File: config.mk
export PLATFORM = sky130hd
export DESIGN_NAME = slpg_front
export DESIGN_NICKNAME = d
export VERILOG_FILES = /design/src/sv/swing_leg_path_generator_defines.svh /design/src/sv/slpg_pkg.sv /design/src/sv/slpg_front.sv
export SDC_FILE = /design/constraint.sdc
export NUM_CORES = 1
export LEC_CHECK = 0
export BUFFER_PORTS_ARGS = -buffer_cell sky130_fd_sc_hd__buf_2
export CAP_MARGIN = 15
export CORE_MARGIN = 3
export CORE_UTILIZATION = 30
export DETAILED_ROUTE_END_ITERATION = 12
export SLEW_MARGIN = 20
export SYNTH_ARGS = -nofsm -noshare
export SYNTH_HDL_FRONTEND = slang
export SYNTH_SLANG_ARGS = --single-unit
File: constraint.sdc
create_clock -name vclk -period 5.49
set_clock_uncertainty 0.2 [all_clocks]
set_input_delay 0.8235 -clock vclk [all_inputs]
set_output_delay 0.8235 -clock vclk [all_outputs]
set_load 0.01 [all_outputs]
File: src/sv/swing_leg_path_generator_defines.svh
// Assertion macros for the swing leg path generator
`ifndef SWING_LEG_PATH_GENERATOR_DEFINES_SVH
`define SWING_LEG_PATH_GENERATOR_DEFINES_SVH

// implication checked on every edge outside reset
`define SLPG_ASSERT(label, clk, rst_n, prop, msg) \
	label: assert property (@(posedge clk) disable iff (!rst_n) prop) else $error(msg);

// implication checked with the consequent in the cycle after the antecedent
`define SLPG_ASSERT_NEXT(label, clk, rst_n, ante, cons, msg) \
	label: assert property (@(posedge clk) disable iff (!rst_n) (ante) |=> (cons)) \
		else $error(msg);

`endif

File: src/sv/slpg_pkg.sv
// Shared types and constants for the swing leg path generator
package slpg_pkg;
	localparam int unsigned DW = 32;
	localparam int unsigned IDX_W = 4;
	localparam longint unsigned QONE = 64'd1073741824;
	localparam longint unsigned QHALF = 64'd536870912;

	typedef enum logic [0:0] {
		REG_BASE_HEIGHT = 1'b0,
		REG_APEX_HEIGHT = 1'b1
	} reg_idx_t;

	// one classified path request
	typedef struct packed {
		logic signed [DW-1:0] start;
		logic                 span_neg;
		logic [DW:0]          span_mag;
		logic                 degen;
	} path_req_t;
endpackage

File: src/sv/slpg_front.sv
// Front end: takes a path request and classifies its span
module slpg_front (
	input  logic signed [31:0]  start_pos,
	input  logic signed [31:0]  end_pos,
	output slpg_pkg::path_req_t req
);
	import slpg_pkg::*;

	logic signed [DW:0] span;

	always_comb begin
		span = {end_pos[DW-1], end_pos} - {start_pos[DW-1], start_pos};
		req.start = start_pos;
		req.span_neg = span[DW];
		req.span_mag = span[DW] ? (~span + 1'b1) : span;
		req.degen = (span == '0);
	end
endmodule

==> flow_summary.ini <==
[finish]
seq_cells = 0
diodes = 0
synthToLayoutAreaGrowth_pct = 15.2
nClkBuffers = 0
layout-drive-gt1-share_pct = 29.7
seq_area_um2 = 0
nets = 685

[floorplanning]
start_util_pct = 31.4
io_pins = 131
die_y_um = 114
die_area_um2 = 13000
die_w_um = 114
rows = 38
coreArea_um2 = 11100

[route]
route.detailed.drc = 0
dr_total_vias = 3943
wl_per_cell_um = 15.0
ant_nets = 0
drtIter0Drc = 302
firstDrtPassIters = 5
routed_wl_um = 10900
vias_per_cell = 5.44

[critical_path]
max_stage_delay_ns = 0.51
required_ns = 4.47
cp.arrival_ns = 4.15
cp_max_fo = 6
startpoint_type = input port
crit_top_cell = buf_2
end_kind = output port
path_class = in2out
cp_cell_sequence = buf_2, ha_1, fa_1, nand2b_1, a21boi_2, o21ai_0, a2111oi_0, a211oi_1, and4b_1, and4bb_2, a41oi_1, xor2_1, buf_2
cpMaxStageDelayCell = a2111oi_0

[global_route]
grt_antenna_before_repair = 0
use_met1_pct = 24.2
grt_max_degree = 20
grt_pass1_vias = 3736
top_usage_layer = met2
gr-usage-met3_pct = 0.531
grt_pass1_wl_um = 17900
grt-ovfl-total = 0
grt_use_met2_pct = 26.2
grt.total_usage_pct = 15.9

[placement]
dp_slack_ns = 0.269
place_congestion = 0.896
hpwl_um = 9380
port_buffers = 131

[sta]
worstMarginPinSlew_ns = 0.719
drv_slew = 0
relSlewSlack_pct = 51.6
setup_ws_ns = 0.313
period_minus_slack_ns = 5.18
post-route-period-util_pct = 94.3
hold_viol = 0
rsz0062_at_grt = no
max_clock_freq_mhz = 193
fin_tns_setup_ns = 0
setup_viol = 0

[min_path]
hp-start = start_pos[3]
hold_path.class = in2out
hold_depth = 2
hold_end = req[38]

[pwr]
p_leak_uw = 0.00191
p_per_area_nw_per_um2 = 164
irDropWorstVdd_mv = 0.0957

[flow_run]
maxCapViolations = 0

[clock_network]
cts_resized = 0
cts_hold_buf = 0
cts_setup_buffers = 0

[synthesis]
syn_area_per_cell_um2 = 6.95
yosys.area.top_type_share_pct = 11.8
yosysUniqueCellTypes = 87
yosysMostFrequentCell = nand2_1
syn_nets = 601
netlist_area_um2 = 3500
synth_warnings = 0
ys_top_cells_by_count = nand2_1 (39), buf_4 (36), inv_1 (35), ha_1 (33)
yosysTopAreaCell = ha_1
netlist_instances = 503
synth_seq_area_share_pct = 0
ys_top_cells_by_area = ha_1 (12%), buf_4 (7.7%), xnor2_1 (7.3%), xor2_1 (4.5%), nand2_1 (4.2%)

[outcome]
status = finished, final reports clean
cells by family after synthesis:
family                   share of synthesized area, %
AO/OA/AOI/OAI                                    35.5
AND/OR/NAND/NOR                                  25.8
buffers and inverters                            14.2
XOR/XNOR                                         11.8
adder cells (fa/ha/maj)                          12.4
multiplexers                                    0.286
report_power, final:
part / leakage [uW] / switching (uW) / internal, uW
registers: 0 / 0 / 0
clock network: 0 / 0 / 0
logic: 0.00191 / 390 / 271
placed cells by master (no fill, tap or decap), drive strengths merged, types with 11 or more instances in the layout:
cell type  count
a21o          13
a21oi         32
a31oi         12
and2          11
buf          138
ha            33
inv           36
nand2         39
nand4         14
nor2          28
nor3          12
o21ai         31
o31ai         11
xnor2         29
xor2          18
through the flow:
stage / std cells / hold slack (ns) / area [um^2] / utilization [%] / power (uW)
after floorplan: 503 / 1.54 / 3500 / - / 455
after global placement: 725 / 1.65 / 4020 / 36.1 / 653
after detailed placement: 725 / 1.65 / 4020 / 36.1 / 656
after CTS: 725 / 1.65 / 4020 / 36.1 / 660
after global routing: 725 / 1.65 / 4030 / 36.2 / 728
final: 725 / 1.64 / 4030 / 36.2 / 661
area by class of cell:
type / count / area [um^2]
Timing Repair Buffer: 138 / 708
Fill cell: 1233 / 7100
Tap cell: 140 / 175
Multi-Input combinational cell: 411 / 3010
Inverter: 36 / 135
worst max-delay path, delay by kind of cell:
kind	cells	cell delay [ns]
xor gates and xnor gates	1	0.16
and+or+nand+nor	3	0.95
buffers and inverters	2	0.26
AOI/OAI and AO/OA	5	1.31
adders and majority gates	2	0.66
how the worst max path moves through the flow:
| stage | from | cells past startpoint | to |
|---|---|---|---|
| final | start_pos[0] | 13 | req[32] |
| after global routing | start_pos[4] | 12 | req[27] |
| after CTS | start_pos[4] | 12 | req[27] |
| after detailed placement | start_pos[4] | 12 | req[29] |
| after global placement | start_pos[4] | 12 | req[29] |
| after floorplan | end_pos[0] | 13 | req[0] |
per-layer routing:
| metal | vias up | share of wire (%) |
|---|---|---|
| met5 | - | 0 |
| met4 | 0 | 0.47 |
| met3 | 4 | 6.5 |
| met2 | 130 | 45 |
| met1 | 1805 | 48 |
| li1 | 2004 | - |
Power figures use the tool's default switching activity.
