[src/sv/swing_leg_path_generator_defines.svh]
// Assertion macros for the swing leg path generator
`ifndef SWING_LEG_PATH_GENERATOR_DEFINES_SVH
`define SWING_LEG_PATH_GENERATOR_DEFINES_SVH

// implication checked on every edge outside reset
`define SLPG_ASSERT(label, clk, rst_n, prop, msg) \
	label: assert property (@(posedge clk) disable iff (!rst_n) prop) else $error(msg);

// implication checked with the consequent in the cycle after the antecedent
`define SLPG_ASSERT_NEXT(label, clk, rst_n, ante, cons, msg) \
	label: assert property (@(posedge clk) disable iff (!rst_n) (ante) |=> (cons)) \
		else $error(msg);

`endif

[src/sv/slpg_pkg.sv]
// Shared types and constants for the swing leg path generator
package slpg_pkg;
	localparam int unsigned DW = 32;
	localparam int unsigned IDX_W = 4;
	localparam longint unsigned QONE = 64'd1073741824;
	localparam longint unsigned QHALF = 64'd536870912;

	typedef enum logic [0:0] {
		REG_BASE_HEIGHT = 1'b0,
		REG_APEX_HEIGHT = 1'b1
	} reg_idx_t;

	// one classified path request
	typedef struct packed {
		logic signed [DW-1:0] start;
		logic                 span_neg;
		logic [DW:0]          span_mag;
		logic                 degen;
	} path_req_t;
endpackage

[src/sv/slpg_queue.sv]
// Two-entry queue between front end and sample sequencer
module slpg_queue (
	input  logic                clk,
	input  logic                arst_n,
	input  logic                push,
	input  slpg_pkg::path_req_t push_data,
	input  logic                pop,
	output slpg_pkg::path_req_t pop_data,
	output logic                full,
	output logic                empty
);
	import slpg_pkg::*;

	path_req_t  slot0_q, slot1_q;
	logic       wr_ptr_q;
	logic       rd_ptr_q;
	logic [1:0] count_q;

	assign full = (count_q == 2'd2);
	assign empty = (count_q == 2'd0);
	assign pop_data = rd_ptr_q ? slot1_q : slot0_q;

	always_ff @(posedge clk) begin
		if (push && !wr_ptr_q) begin
			slot0_q <= push_data;
		end
		if (push && wr_ptr_q) begin
			slot1_q <= push_data;
		end
	end

	always_ff @(posedge clk or negedge arst_n) begin
		if (!arst_n) begin
			wr_ptr_q <= 1'b0;
			rd_ptr_q <= 1'b0;
			count_q <= 2'd0;
		end else begin
			if (push) wr_ptr_q <= ~wr_ptr_q;
			if (pop) rd_ptr_q <= ~rd_ptr_q;
			count_q <= count_q + {1'b0, push} - {1'b0, pop};
		end
	end
endmodule

[config.mk]
export PLATFORM = sky130hd
export DESIGN_NAME = slpg_queue
export DESIGN_NICKNAME = d
export VERILOG_FILES = /design/src/sv/swing_leg_path_generator_defines.svh /design/src/sv/slpg_pkg.sv /design/src/sv/slpg_queue.sv
export SDC_FILE = /design/constraint.sdc
export NUM_CORES = 1
export LEC_CHECK = 0
export BUFFER_PORTS_ARGS = -buffer_cell sky130_fd_sc_hd__buf_2
export CAP_MARGIN = 30
export CORE_ASPECT_RATIO = 0.5
export CORE_MARGIN = 3
export CORE_UTILIZATION = 56
export DETAILED_ROUTE_END_ITERATION = 10
export PLACE_DENSITY = 0.85
export SLEW_MARGIN = 20
export SYNTH_ARGS = -nofsm -noshare
export SYNTH_HDL_FRONTEND = slang
export SYNTH_SLANG_ARGS = --single-unit
[constraint.sdc]
create_clock -name clk -period 10.54 [get_ports clk]
set_input_delay 2.108 -clock clk [delete_from_list [all_inputs] [get_ports clk]]
set_output_delay 2.108 -clock clk [all_outputs]
set_load 0.03 [all_outputs]
==> results.sh, run 1 <==
export IMPL_drc=0
export IMPL_hold_viol_final=0
export IMPL_hpwl_um=5950
export IMPL_setup_tns_ns=0
export IMPL_drtIter0Drc=154
export IMPL_crit_slowest_cell="dfrtp_4"
export IMPL_yosysWarnings=0
export IMPL_ff_latch_area_um2=4130
export IMPL_wl_per_cell_um=18.2
export IMPL_ys_types=14
export IMPL_holdBufCountCts=0
export IMPL_clock_latency_ns=0.40
export IMPL_slew_headroom=0.494
export IMPL_ant_nets=0
export IMPL_maxCapViolations=0
export IMPL_end_kind="primary output"
export IMPL_finClkSkew_ns=0.00431
export IMPL_yosysTopAreaCell="edfxtp_1"
export IMPL_multiInputGateArea_um2=927
export IMPL_fin_crit_ns=4.03
export IMPL_hp_class="reg -> reg"
export IMPL_status="finished, final reports clean"
export IMPL_crit_path_max_incr_delay_ns=0.58
export IMPL_syn_area_per_cell_um2=22.9
export IMPL_die_w_um=141
export IMPL_period_share=0.382
export IMPL_portBuffers=139
export IMPL_max_vdd_ir_drop_mv=0.189
export IMPL_io_pin_count=140
export IMPL_setup_viol=0
export IMPL_syn_cell_area_um2=5120
export IMPL_fin_ws_ns=6.51
export IMPL_die_area_um2=10400
export IMPL_grt_pass1_wl_um=14000
export IMPL_antenna_cells=0
export IMPL_cts_resized=0
export IMPL_vias=2561
export IMPL_grt_pass1_vias=2741
export IMPL_placeableCoreArea_um2=8430
export IMPL_dpl_worst_slack_ns=6.72
export IMPL_h_tree_depth=4
export IMPL_path_cells="buf_16, mux2_2, buf_2"
export IMPL_synth_fp_nets=297
export IMPL_crit_type="reg -> out"
export IMPL_synth_area_top_cells="edfxtp_1 79%, mux2_2 10%, mux2_4 5.9%"
export IMPL_total_power_mw=2.00
export IMPL_rsz0062_at_grt="no"
export IMPL_ys_seq_elements=138
export IMPL_cp_max_fo=53
export IMPL_start_util=0.608
export IMPL_synth_cells=224
export IMPL_start_kind="register"
export IMPL_clk_pin_slew_worst_paths_ns=0.05
export IMPL_worst_pin_slew_ns=0.759
export IMPL_cts_sinks=138
export IMPL_placementRows=23
export IMPL_cts_setup_buffers=0
export IMPL_hold_slack_ns=0.563
export IMPL_drt_wl_total_um=9110
export IMPL_grt_use_total=0.184
export IMPL_grt_max_degree=69
export IMPL_antenna_found_initial=0
export IMPL_fin_nets=450
export IMPL_fillers=485
export IMPL_drive_gt1_frac=0.608
export IMPL_cts_path_max_buffers=2
export IMPL_globalRouteOverflowTotal=0
export IMPL_first_pass_iters=4
export IMPL_die_height_um=73.6
export IMPL_cp_data_required_time_ns=8.43
export IMPL_numCtsBuffers=17
export IMPL_cts_tree="built"
export IMPL_cp_arrival_ns=1.92
export IMPL_synth_top_cell_area_share=0.786
export IMPL_synth_seq_area_share=0.805
export IMPL_maxSlewViolCount=0
export IMPL_power_density_nw_per_um2=307
export IMPL_max_freq_mhz=248
export IMPL_ctsRootBufferMaster="clkbuf_16"
export IMPL_leakage_nw=2.56
export IMPL_gp_congestion=0.739
export IMPL_area_growth_pct=27.0
export IMPL_vias_per_cell=5.12
cells in the mapped netlist, drive strengths merged:
master	number
and2	1
buf	8
dfrtp	4
edfxtp	134
ha	2
inv	2
mux2	67
nor2	1
nor2b	2
xor2	2
xor3	1
worst paths after layout:
check,slack (ns),end,from,cells past startpoint
min in group asynchronous,1.50,count_q[1],arst_n,1
min,0.56,wr_ptr_q,wr_ptr_q,1
min reg2reg,0.56,wr_ptr_q,wr_ptr_q,1
max,6.51,pop_data[7],rd_ptr_q,3
max in group asynchronous,8.91,rd_ptr_q,arst_n,1
max reg2reg,8.68,slot1_q[10],wr_ptr_q,2
registers in the layout (all words and copies together), names as in the netlist:
signal,flops
slot0_q,67
wr_ptr_q,1
slot1_q,67
count_q,2
rd_ptr_q,1
per-stage QoR:
stage	cell area [um2]	instances	utilization
final	6500	500	0.771
after floorplan	5120	224	-
after global placement	5910	469	0.701
after detailed placement	5910	469	0.701
after CTS	6480	499	0.768
after global routing	6500	500	0.771
critical path: cells and delay by family (launching register included):
family / cells / cell delay [ns]
buffers and inverters: 2 / 0.49
multiplexers: 1 / 0.38
flip-flops: 1 / 0.58
placed cells by master (no fill, tap or decap):
cell type,n
clkinv_1,4
dfrtp_1,3
clkbuf_1,2
inv_1,2
and2_2,1
edfxtp_1,134
clkinvlp_4,2
bufinv_16,3
buf_16,1
xor2_1,2
dfrtp_4,1
clkbuf_16,17
nor2b_1,1
xor3_1,1
nor2b_4,1
buf_2,139
clkinv_2,2
mux2_2,47
mux2_4,20
ha_1,2
buf_4,2
nor2_1,1
per-layer routing:
metal  up-vias  GRT usage  wire (um)
met5         -          0          0
met4         0     0.0913        146
met3        13     0.0585        489
met2        83      0.332       5020
met1      1269      0.201       3460
li1       1196          -          -
kinds of logic (layout without fill, tap and decap cells):
kind of cell | after synthesis | count (layout) | share of synthesized area
simple gates | 4 | 4 | 0.00440
flops | 138 | 138 | 0.805
mux | 67 | 67 | 0.162
fa+ha+maj | 2 | 2 | 0.00488
xor+xnor | 3 | 3 | 0.00806
buf+inv | 10 | 174 | 0.0156
report_power, final:
group	switching, mW	internal, mW
registers	0.0434	0.732
clock network	0.198	0.364
logic	0.414	0.245
area by class of cell:
cell class / count / share of cell area
clock buffers: 19 / 0.0666
clock inverters: 11 / 0.0200
inverters: 2 / 0.00115
multi-input cells: 76 / 0.143
flip-flops and latches: 138 / 0.635
well taps: 112 / 0.0215
repair buffers: 142 / 0.114
(Power assumes the default switching activity.)
==> inputs of run 2 (changes only) <==
--- a/config.mk
+++ b/config.mk
@@ -9,9 +9,9 @@
 export CAP_MARGIN = 30
 export CORE_ASPECT_RATIO = 0.5
 export CORE_MARGIN = 3
-export CORE_UTILIZATION = 56
+export CORE_UTILIZATION = 47
 export DETAILED_ROUTE_END_ITERATION = 10
-export PLACE_DENSITY = 0.85
+export PLACE_DENSITY = 0.76
 export SLEW_MARGIN = 20
 export SYNTH_ARGS = -nofsm -noshare
 export SYNTH_HDL_FRONTEND = slang
==> constraint.sdc (replaced) <==
create_clock -name clk -period 3.6 [get_ports clk]
set_input_delay 0.72 -clock clk [delete_from_list [all_inputs] [get_ports clk]]
set_output_delay 0.72 -clock clk [all_outputs]
set_load 0.03 [all_outputs]
==> run 2 against run 1 <==
Net effect: first-iteration DRC count fell by 35%; hold slack lost 0.45 ns; via count fell by 0.43%; critical endpoint is now pop_data[24]; critical path type unchanged; worst setup slack got worse by 5.7 ns; power grew to 3.0 times the previous value; die area up 18%; clock power grew to 3.0 times the previous value; final area is 1.1% higher; global-route usage shrank 2.6 points; clock-buffer cell count down 1; routed wire length rose by 4.2%.
==> results.sh, run 2 (same netlist as run 1, synthesis figures left out) <==
export IMPL_rsz0062_at_grt="no"
export IMPL_io_pin_count=140
export IMPL_crit_slowest_cell="dfrtp_4"
export IMPL_hpwl_um=6290
export IMPL_crit_buf_inv=2
export IMPL_clock_latency_ns=0.40
export IMPL_path_delay_family="flip-flops"
export IMPL_worst_pin_slew_ns=0.875
export IMPL_cp_max_fo=35
export IMPL_drc=0
export IMPL_numCtsBuffers=17
export IMPL_vias=2550
export IMPL_ctsRootBufferMaster="clkbuf_16"
export IMPL_area_growth_pct=28.3
export IMPL_drive_gt1_frac=0.616
export IMPL_power_switching_share=0.332
export IMPL_period_share=0.768
export IMPL_fin_cells=531
export IMPL_largestRegisters="slot0_q (67), slot1_q (67), count_q (2)"
export IMPL_drtIter0Drc=100
export IMPL_crit_cells=3
export IMPL_globalRouteOverflowTotal=0
export IMPL_mostFrequentLayoutCells="139 x buf_2, 134 x edfxtp_1, 47 x mux2_2"
export IMPL_crit_start="rd_ptr_q"
export IMPL_combPwrFrac=0.321
export IMPL_cp_arrival_ns=2.04
export IMPL_gp_congestion=0.732
export IMPL_power_density_nw_per_um2=897
export IMPL_seq_power_share=0.392
export IMPL_fillers=739
export IMPL_endpoint="pop_data[24]"
export IMPL_postLayoutCellArea_um2=6570
export IMPL_placeableCoreArea_um2=10400
export IMPL_p_clk_frac=0.287
export IMPL_die_height_um=79.8
export IMPL_antenna_cells=0
export IMPL_fin_nets=451
export IMPL_fin_ws_ns=0.836
export IMPL_vias_per_cell=4.80
export IMPL_max_vdd_ir_drop_mv=0.585
export IMPL_dp_cells=498
export IMPL_antenna_found_initial=0
export IMPL_r2r_end="slot1_q[12]"
export IMPL_holdBufCountCts=0
export IMPL_crit_type="reg -> out"
export IMPL_ff2ff_setup_slack_ns=1.78
export IMPL_clk_pin_slew_worst_paths_ns=0.06
export IMPL_dpl_cell_area_um2=5970
export IMPL_portBuffers=139
export IMPL_die_area_um2=12300
export IMPL_maxSlewViolCount=0
export IMPL_r2r_cells=2
export IMPL_hold_viol_final=0
export IMPL_grt_pass1_wl_um=14400
export IMPL_maxCapViolations=0
export IMPL_cts_sinks=138
export IMPL_end_kind="primary output"
export IMPL_ant_nets=0
export IMPL_max_freq_mhz=362
export IMPL_leakage_nw=2.57
export IMPL_cts_setup_buffers=0
export IMPL_grt_use_total=0.158
export IMPL_cts_tree="built"
export IMPL_start_kind="register"
export IMPL_wl_per_cell_um=17.9
export IMPL_placementRows=26
export IMPL_p_int_mw=3.94
export IMPL_fin_crit_ns=2.76
export IMPL_layout_commonest_cell="buf_2"
export IMPL_setup_tns_ns=0
export IMPL_path_cells="buf_12, mux2_2, buf_2"
export IMPL_r2r_start="wr_ptr_q"
export IMPL_final_core_util=0.631
export IMPL_drt_wl_total_um=9490
export IMPL_cts_path_max_buffers=2
export IMPL_start_util=0.492
export IMPL_die_w_um=154
export IMPL_grt_max_degree=69
export IMPL_status="finished, final reports clean"
export IMPL_crit_path_max_incr_delay_ns=0.76
export IMPL_dpl_worst_slack_ns=1.14
export IMPL_first_pass_iters=4
export IMPL_hp_class="in -> async"
export IMPL_slew_headroom=0.416
export IMPL_cp_data_required_time_ns=2.88
export IMPL_h_tree_depth=4
export IMPL_grt_pass1_vias=2820
export IMPL_cts_resized=0
export IMPL_setup_viol=0
export IMPL_finClkSkew_ns=0.00561
export IMPL_power_switching_mw=1.96
run 2: changes by cell type in the layout (fill, tap and decap cells not counted):
cell / previous run / this run
clkinvlp_4: 2 / 4
clkbuf_1: 2 / 1
clkinv_4: 0 / 1
buf_12: 0 / 2
clkinv_2: 2 / 3
buf_16: 1 / 0
clkinv_1: 4 / 3
run 2: final cells by class:
type	count	area, um2	share of cell area
clock inverters	14	155	0.0236
clock buffers	18	429	0.0653
flip-flops and latches	138	4130	0.628
inverters	2	7.51	0.00114
repair buffers	143	751	0.114
multi-input cells	76	927	0.141
well taps	140	175	0.0267
run 2: worst min path at each step:
| stage | from | to | slack [ns] | cells after the start |
|---|---|---|---|---|
| finish | arst_n | rd_ptr_q | 0.11 | 1 |
| detailed placement | arst_n | count_q[1] | 0.53 | 1 |
| CTS | arst_n | rd_ptr_q | 0.1 | 1 |
| global placement | wr_ptr_q | wr_ptr_q | 0.52 | 1 |
| global route | arst_n | count_q[1] | 0.1 | 1 |
| floorplan | arst_n | count_q[0] | 0.42 | 0 |
run 2: metal layers:
layer | GRT usage | share of wire
met5 | 0 | 0
met4 | 0.0740 | 0.011
met1 | 0.167 | 0.38
met3 | 0.0498 | 0.047
met2 | 0.292 | 0.56
run 2: metrics by stage:
step	power [mW]	hold slack (ns)
6_report	5.89	0.114
5_1_grt	6.14	0.0985
4_1_cts	5.95	0.0963
3_5_place_dp	4.25	0.531
3_3_place_gp	4.18	0.524
2_1_floorplan	3.77	0.424
run 2: worst register-to-register path: stages, from the launching register on:
cell and delay [ns]:
dfrtp_1 0.42, and2_2 0.76, buf_12 0.32
run 2: power groups by stage:
| stage | combinational, mW | clock, mW | sequential [mW] |
|---|---|---|---|
| floorplan | 1.54 | 0 | 2.24 |
| global placement | 1.79 | 0 | 2.39 |
| detailed placement | 1.82 | 0 | 2.43 |
| CTS | 1.83 | 1.73 | 2.40 |
| global route | 2.00 | 1.80 | 2.34 |
| finish | 1.89 | 1.69 | 2.31 |
==> inputs of run 3 (changes only) <==
--- a/config.mk
+++ b/config.mk
@@ -9,9 +9,9 @@
 export CAP_MARGIN = 30
 export CORE_ASPECT_RATIO = 0.5
 export CORE_MARGIN = 3
-export CORE_UTILIZATION = 47
+export CORE_UTILIZATION = 52
 export DETAILED_ROUTE_END_ITERATION = 10
-export PLACE_DENSITY = 0.76
+export PLACE_DENSITY = 0.79
 export SLEW_MARGIN = 20
 export SYNTH_ARGS = -nofsm -noshare
 export SYNTH_HDL_FRONTEND = slang
==> constraint.sdc (replaced) <==
create_clock -name clk -period 2.6 [get_ports clk]
set_input_delay 0.52 -clock clk [delete_from_list [all_inputs] [get_ports clk]]
set_output_delay 0.52 -clock clk [all_outputs]
set_load 0.03 [all_outputs]
==> run 3 against run 2 <==
Net effect: critical path depth stayed put; global-route usage increased by 1.5 points; via count is 2.1% higher; critical path type unchanged.
==> results.sh, run 3 (same netlist as run 1, synthesis figures left out) <==
export IMPL_combPwrFrac=0.324
export IMPL_crit_path_max_incr_delay_ns=0.68
export IMPL_hp_class="in -> reg"
export IMPL_dpl_cell_area_um2=6020
export IMPL_drc=0
export IMPL_maxSlewViolCount=0
export IMPL_seq_power_share=0.378
export IMPL_grt_use_total=0.173
export IMPL_maxCapViolations=0
export IMPL_largestRegisters="slot0_q (67), slot1_q (67), count_q (2)"
export IMPL_max_freq_mhz=406
export IMPL_hold_viol_final=0
export IMPL_crit_slowest_cell="dfrtp_4"
export IMPL_antenna_cells=0
export IMPL_die_area_um2=11100
export IMPL_ant_nets=0
export IMPL_start_util=0.561
export IMPL_gp_congestion=0.725
export IMPL_hp_start="push_data[64]"
export IMPL_power_density_nw_per_um2=1260
export IMPL_portBuffers=139
export IMPL_grt_max_degree=58
export IMPL_setup_viol=0
export IMPL_first_pass_iters=4
export IMPL_fillers=564
export IMPL_placementRows=24
export IMPL_ctsRootBufferMaster="clkbuf_16"
export IMPL_cts_tree="built"
export IMPL_antenna_found_initial=0
export IMPL_io_pin_count=140
export IMPL_cp_data_required_time_ns=2.08
export IMPL_crit_start="rd_ptr_q"
export IMPL_numCtsBuffers=17
export IMPL_die_height_um=76.2
export IMPL_worst_pin_slew_ns=0.517
export IMPL_clk_pin_slew_worst_paths_ns=0.06
export IMPL_leakage_nw=2.61
export IMPL_wl_per_cell_um=17.6
export IMPL_finClkSkew_ns=0.00480
export IMPL_r2r_start="wr_ptr_q"
export IMPL_multiInputGateArea_um2=927
export IMPL_start_kind="register"
export IMPL_postLayoutCellArea_um2=6650
export IMPL_p_int_mw=5.60
export IMPL_dp_cells=491
export IMPL_drive_gt1_frac=0.627
export IMPL_die_w_um=146
export IMPL_setup_tns_ns=0
export IMPL_clock_latency_ns=0.41
export IMPL_max_vdd_ir_drop_mv=0.715
export IMPL_h_tree_depth=4
export IMPL_fin_cells=524
export IMPL_layout_commonest_cell="buf_2"
export IMPL_power_switching_mw=2.77
export IMPL_p_clk_frac=0.299
export IMPL_path_cells="buf_4, mux2_2, buf_2"
export IMPL_grt_pass1_wl_um=14600
export IMPL_slew_headroom=0.654
export IMPL_end_kind="primary output"
export IMPL_drt_wl_total_um=9210
export IMPL_cts_sinks=138
export IMPL_fin_crit_ns=2.46
export IMPL_crit_type="reg -> out"
export IMPL_globalRouteOverflowTotal=0
export IMPL_vias_per_cell=4.97
export IMPL_status="finished, final reports clean"
export IMPL_ff_latch_area_um2=4130
export IMPL_drtIter0Drc=128
export IMPL_hpwl_um=6170
export IMPL_area_growth_pct=29.8
export IMPL_mostFrequentLayoutCells="139 x buf_2, 134 x edfxtp_1, 47 x mux2_2"
export IMPL_fin_nets=454
export IMPL_placeableCoreArea_um2=9130
export IMPL_cp_arrival_ns=1.94
export IMPL_period_share=0.947
export IMPL_vias=2604
export IMPL_power_switching_share=0.330
export IMPL_cts_path_max_buffers=2
export IMPL_rsz0062_at_grt="no"
export IMPL_cp_max_fo=26
export IMPL_grt_pass1_vias=2909
-- run 3: metal layers --
layer / vias to the layer above / share of wire / wire (um) / GRT usage
li1: 1206 / - / - / -
met1: 1308 / 0.38 / 3500 / 0.182
met2: 76 / 0.55 / 5070 / 0.314
met3: 14 / 0.054 / 493 / 0.0630
met4: 0 / 0.016 / 144 / 0.0704
met5: - / 0 / 0 / 0
-- run 3: worst max-delay path: cells and delay by family (launching register included) --
kind,cells,cell delay (ns)
DFF,1,0.68
buffers and inverters,2,0.49
muxes,1,0.36
-- run 3: timing repair --
item	CTS	global route
hold buffers	1	0
endpoints found under the hold margin	4	0
buffers inserted	0	0
resized for setup	0	0
-- run 3: final cells by class --
class / count / share of cell area
Multi-Input combinational cell: 76 / 0.139
Clock buffer: 17 / 0.0640
Timing Repair Buffer: 146 / 0.120
Tap cell: 130 / 0.0245
Inverter: 2 / 0.00113
Clock inverter: 15 / 0.0301
Sequential cell: 138 / 0.621
-- run 3: path summary, 6_finish.rpt --
check / end / slack (ns) / cells past startpoint
worst max register to register: slot1_q[49] / 1.10 / 2
worst max-delay path: pop_data[22] / 0.14 / 3
max in group asynchronous: rd_ptr_q / 2.01 / 2
min in group asynchronous: count_q[1] / 0.45 / 2
worst min-delay path: slot1_q[64] / 0.30 / 1
worst min register to register: wr_ptr_q / 0.55 / 1
-- run 3: through the flow --
stage	total power [mW]	setup WS, ns	util	hold WS [ns]
3_5_place_dp	5.95	0.559	0.659	0.338
6_report	8.37	0.139	0.729	0.297
4_1_cts	8.47	0.101	0.729	0.278
3_3_place_gp	5.86	0.598	0.659	0.330
5_1_grt	8.73	0.0324	0.729	0.277
2_1_floorplan	5.22	0.0787	-	0.224
-- run 3: power by group through the flow --
stage          registers [mW]  clock network (mW)  logic, mW
6_report                 3.16                2.50       2.71
3_5_place_dp             3.21                   0       2.74
5_1_grt                  3.21                2.66       2.87
2_1_floorplan            3.09                   0       2.13
3_3_place_gp             3.17                   0       2.68
4_1_cts                  3.16                2.55       2.75
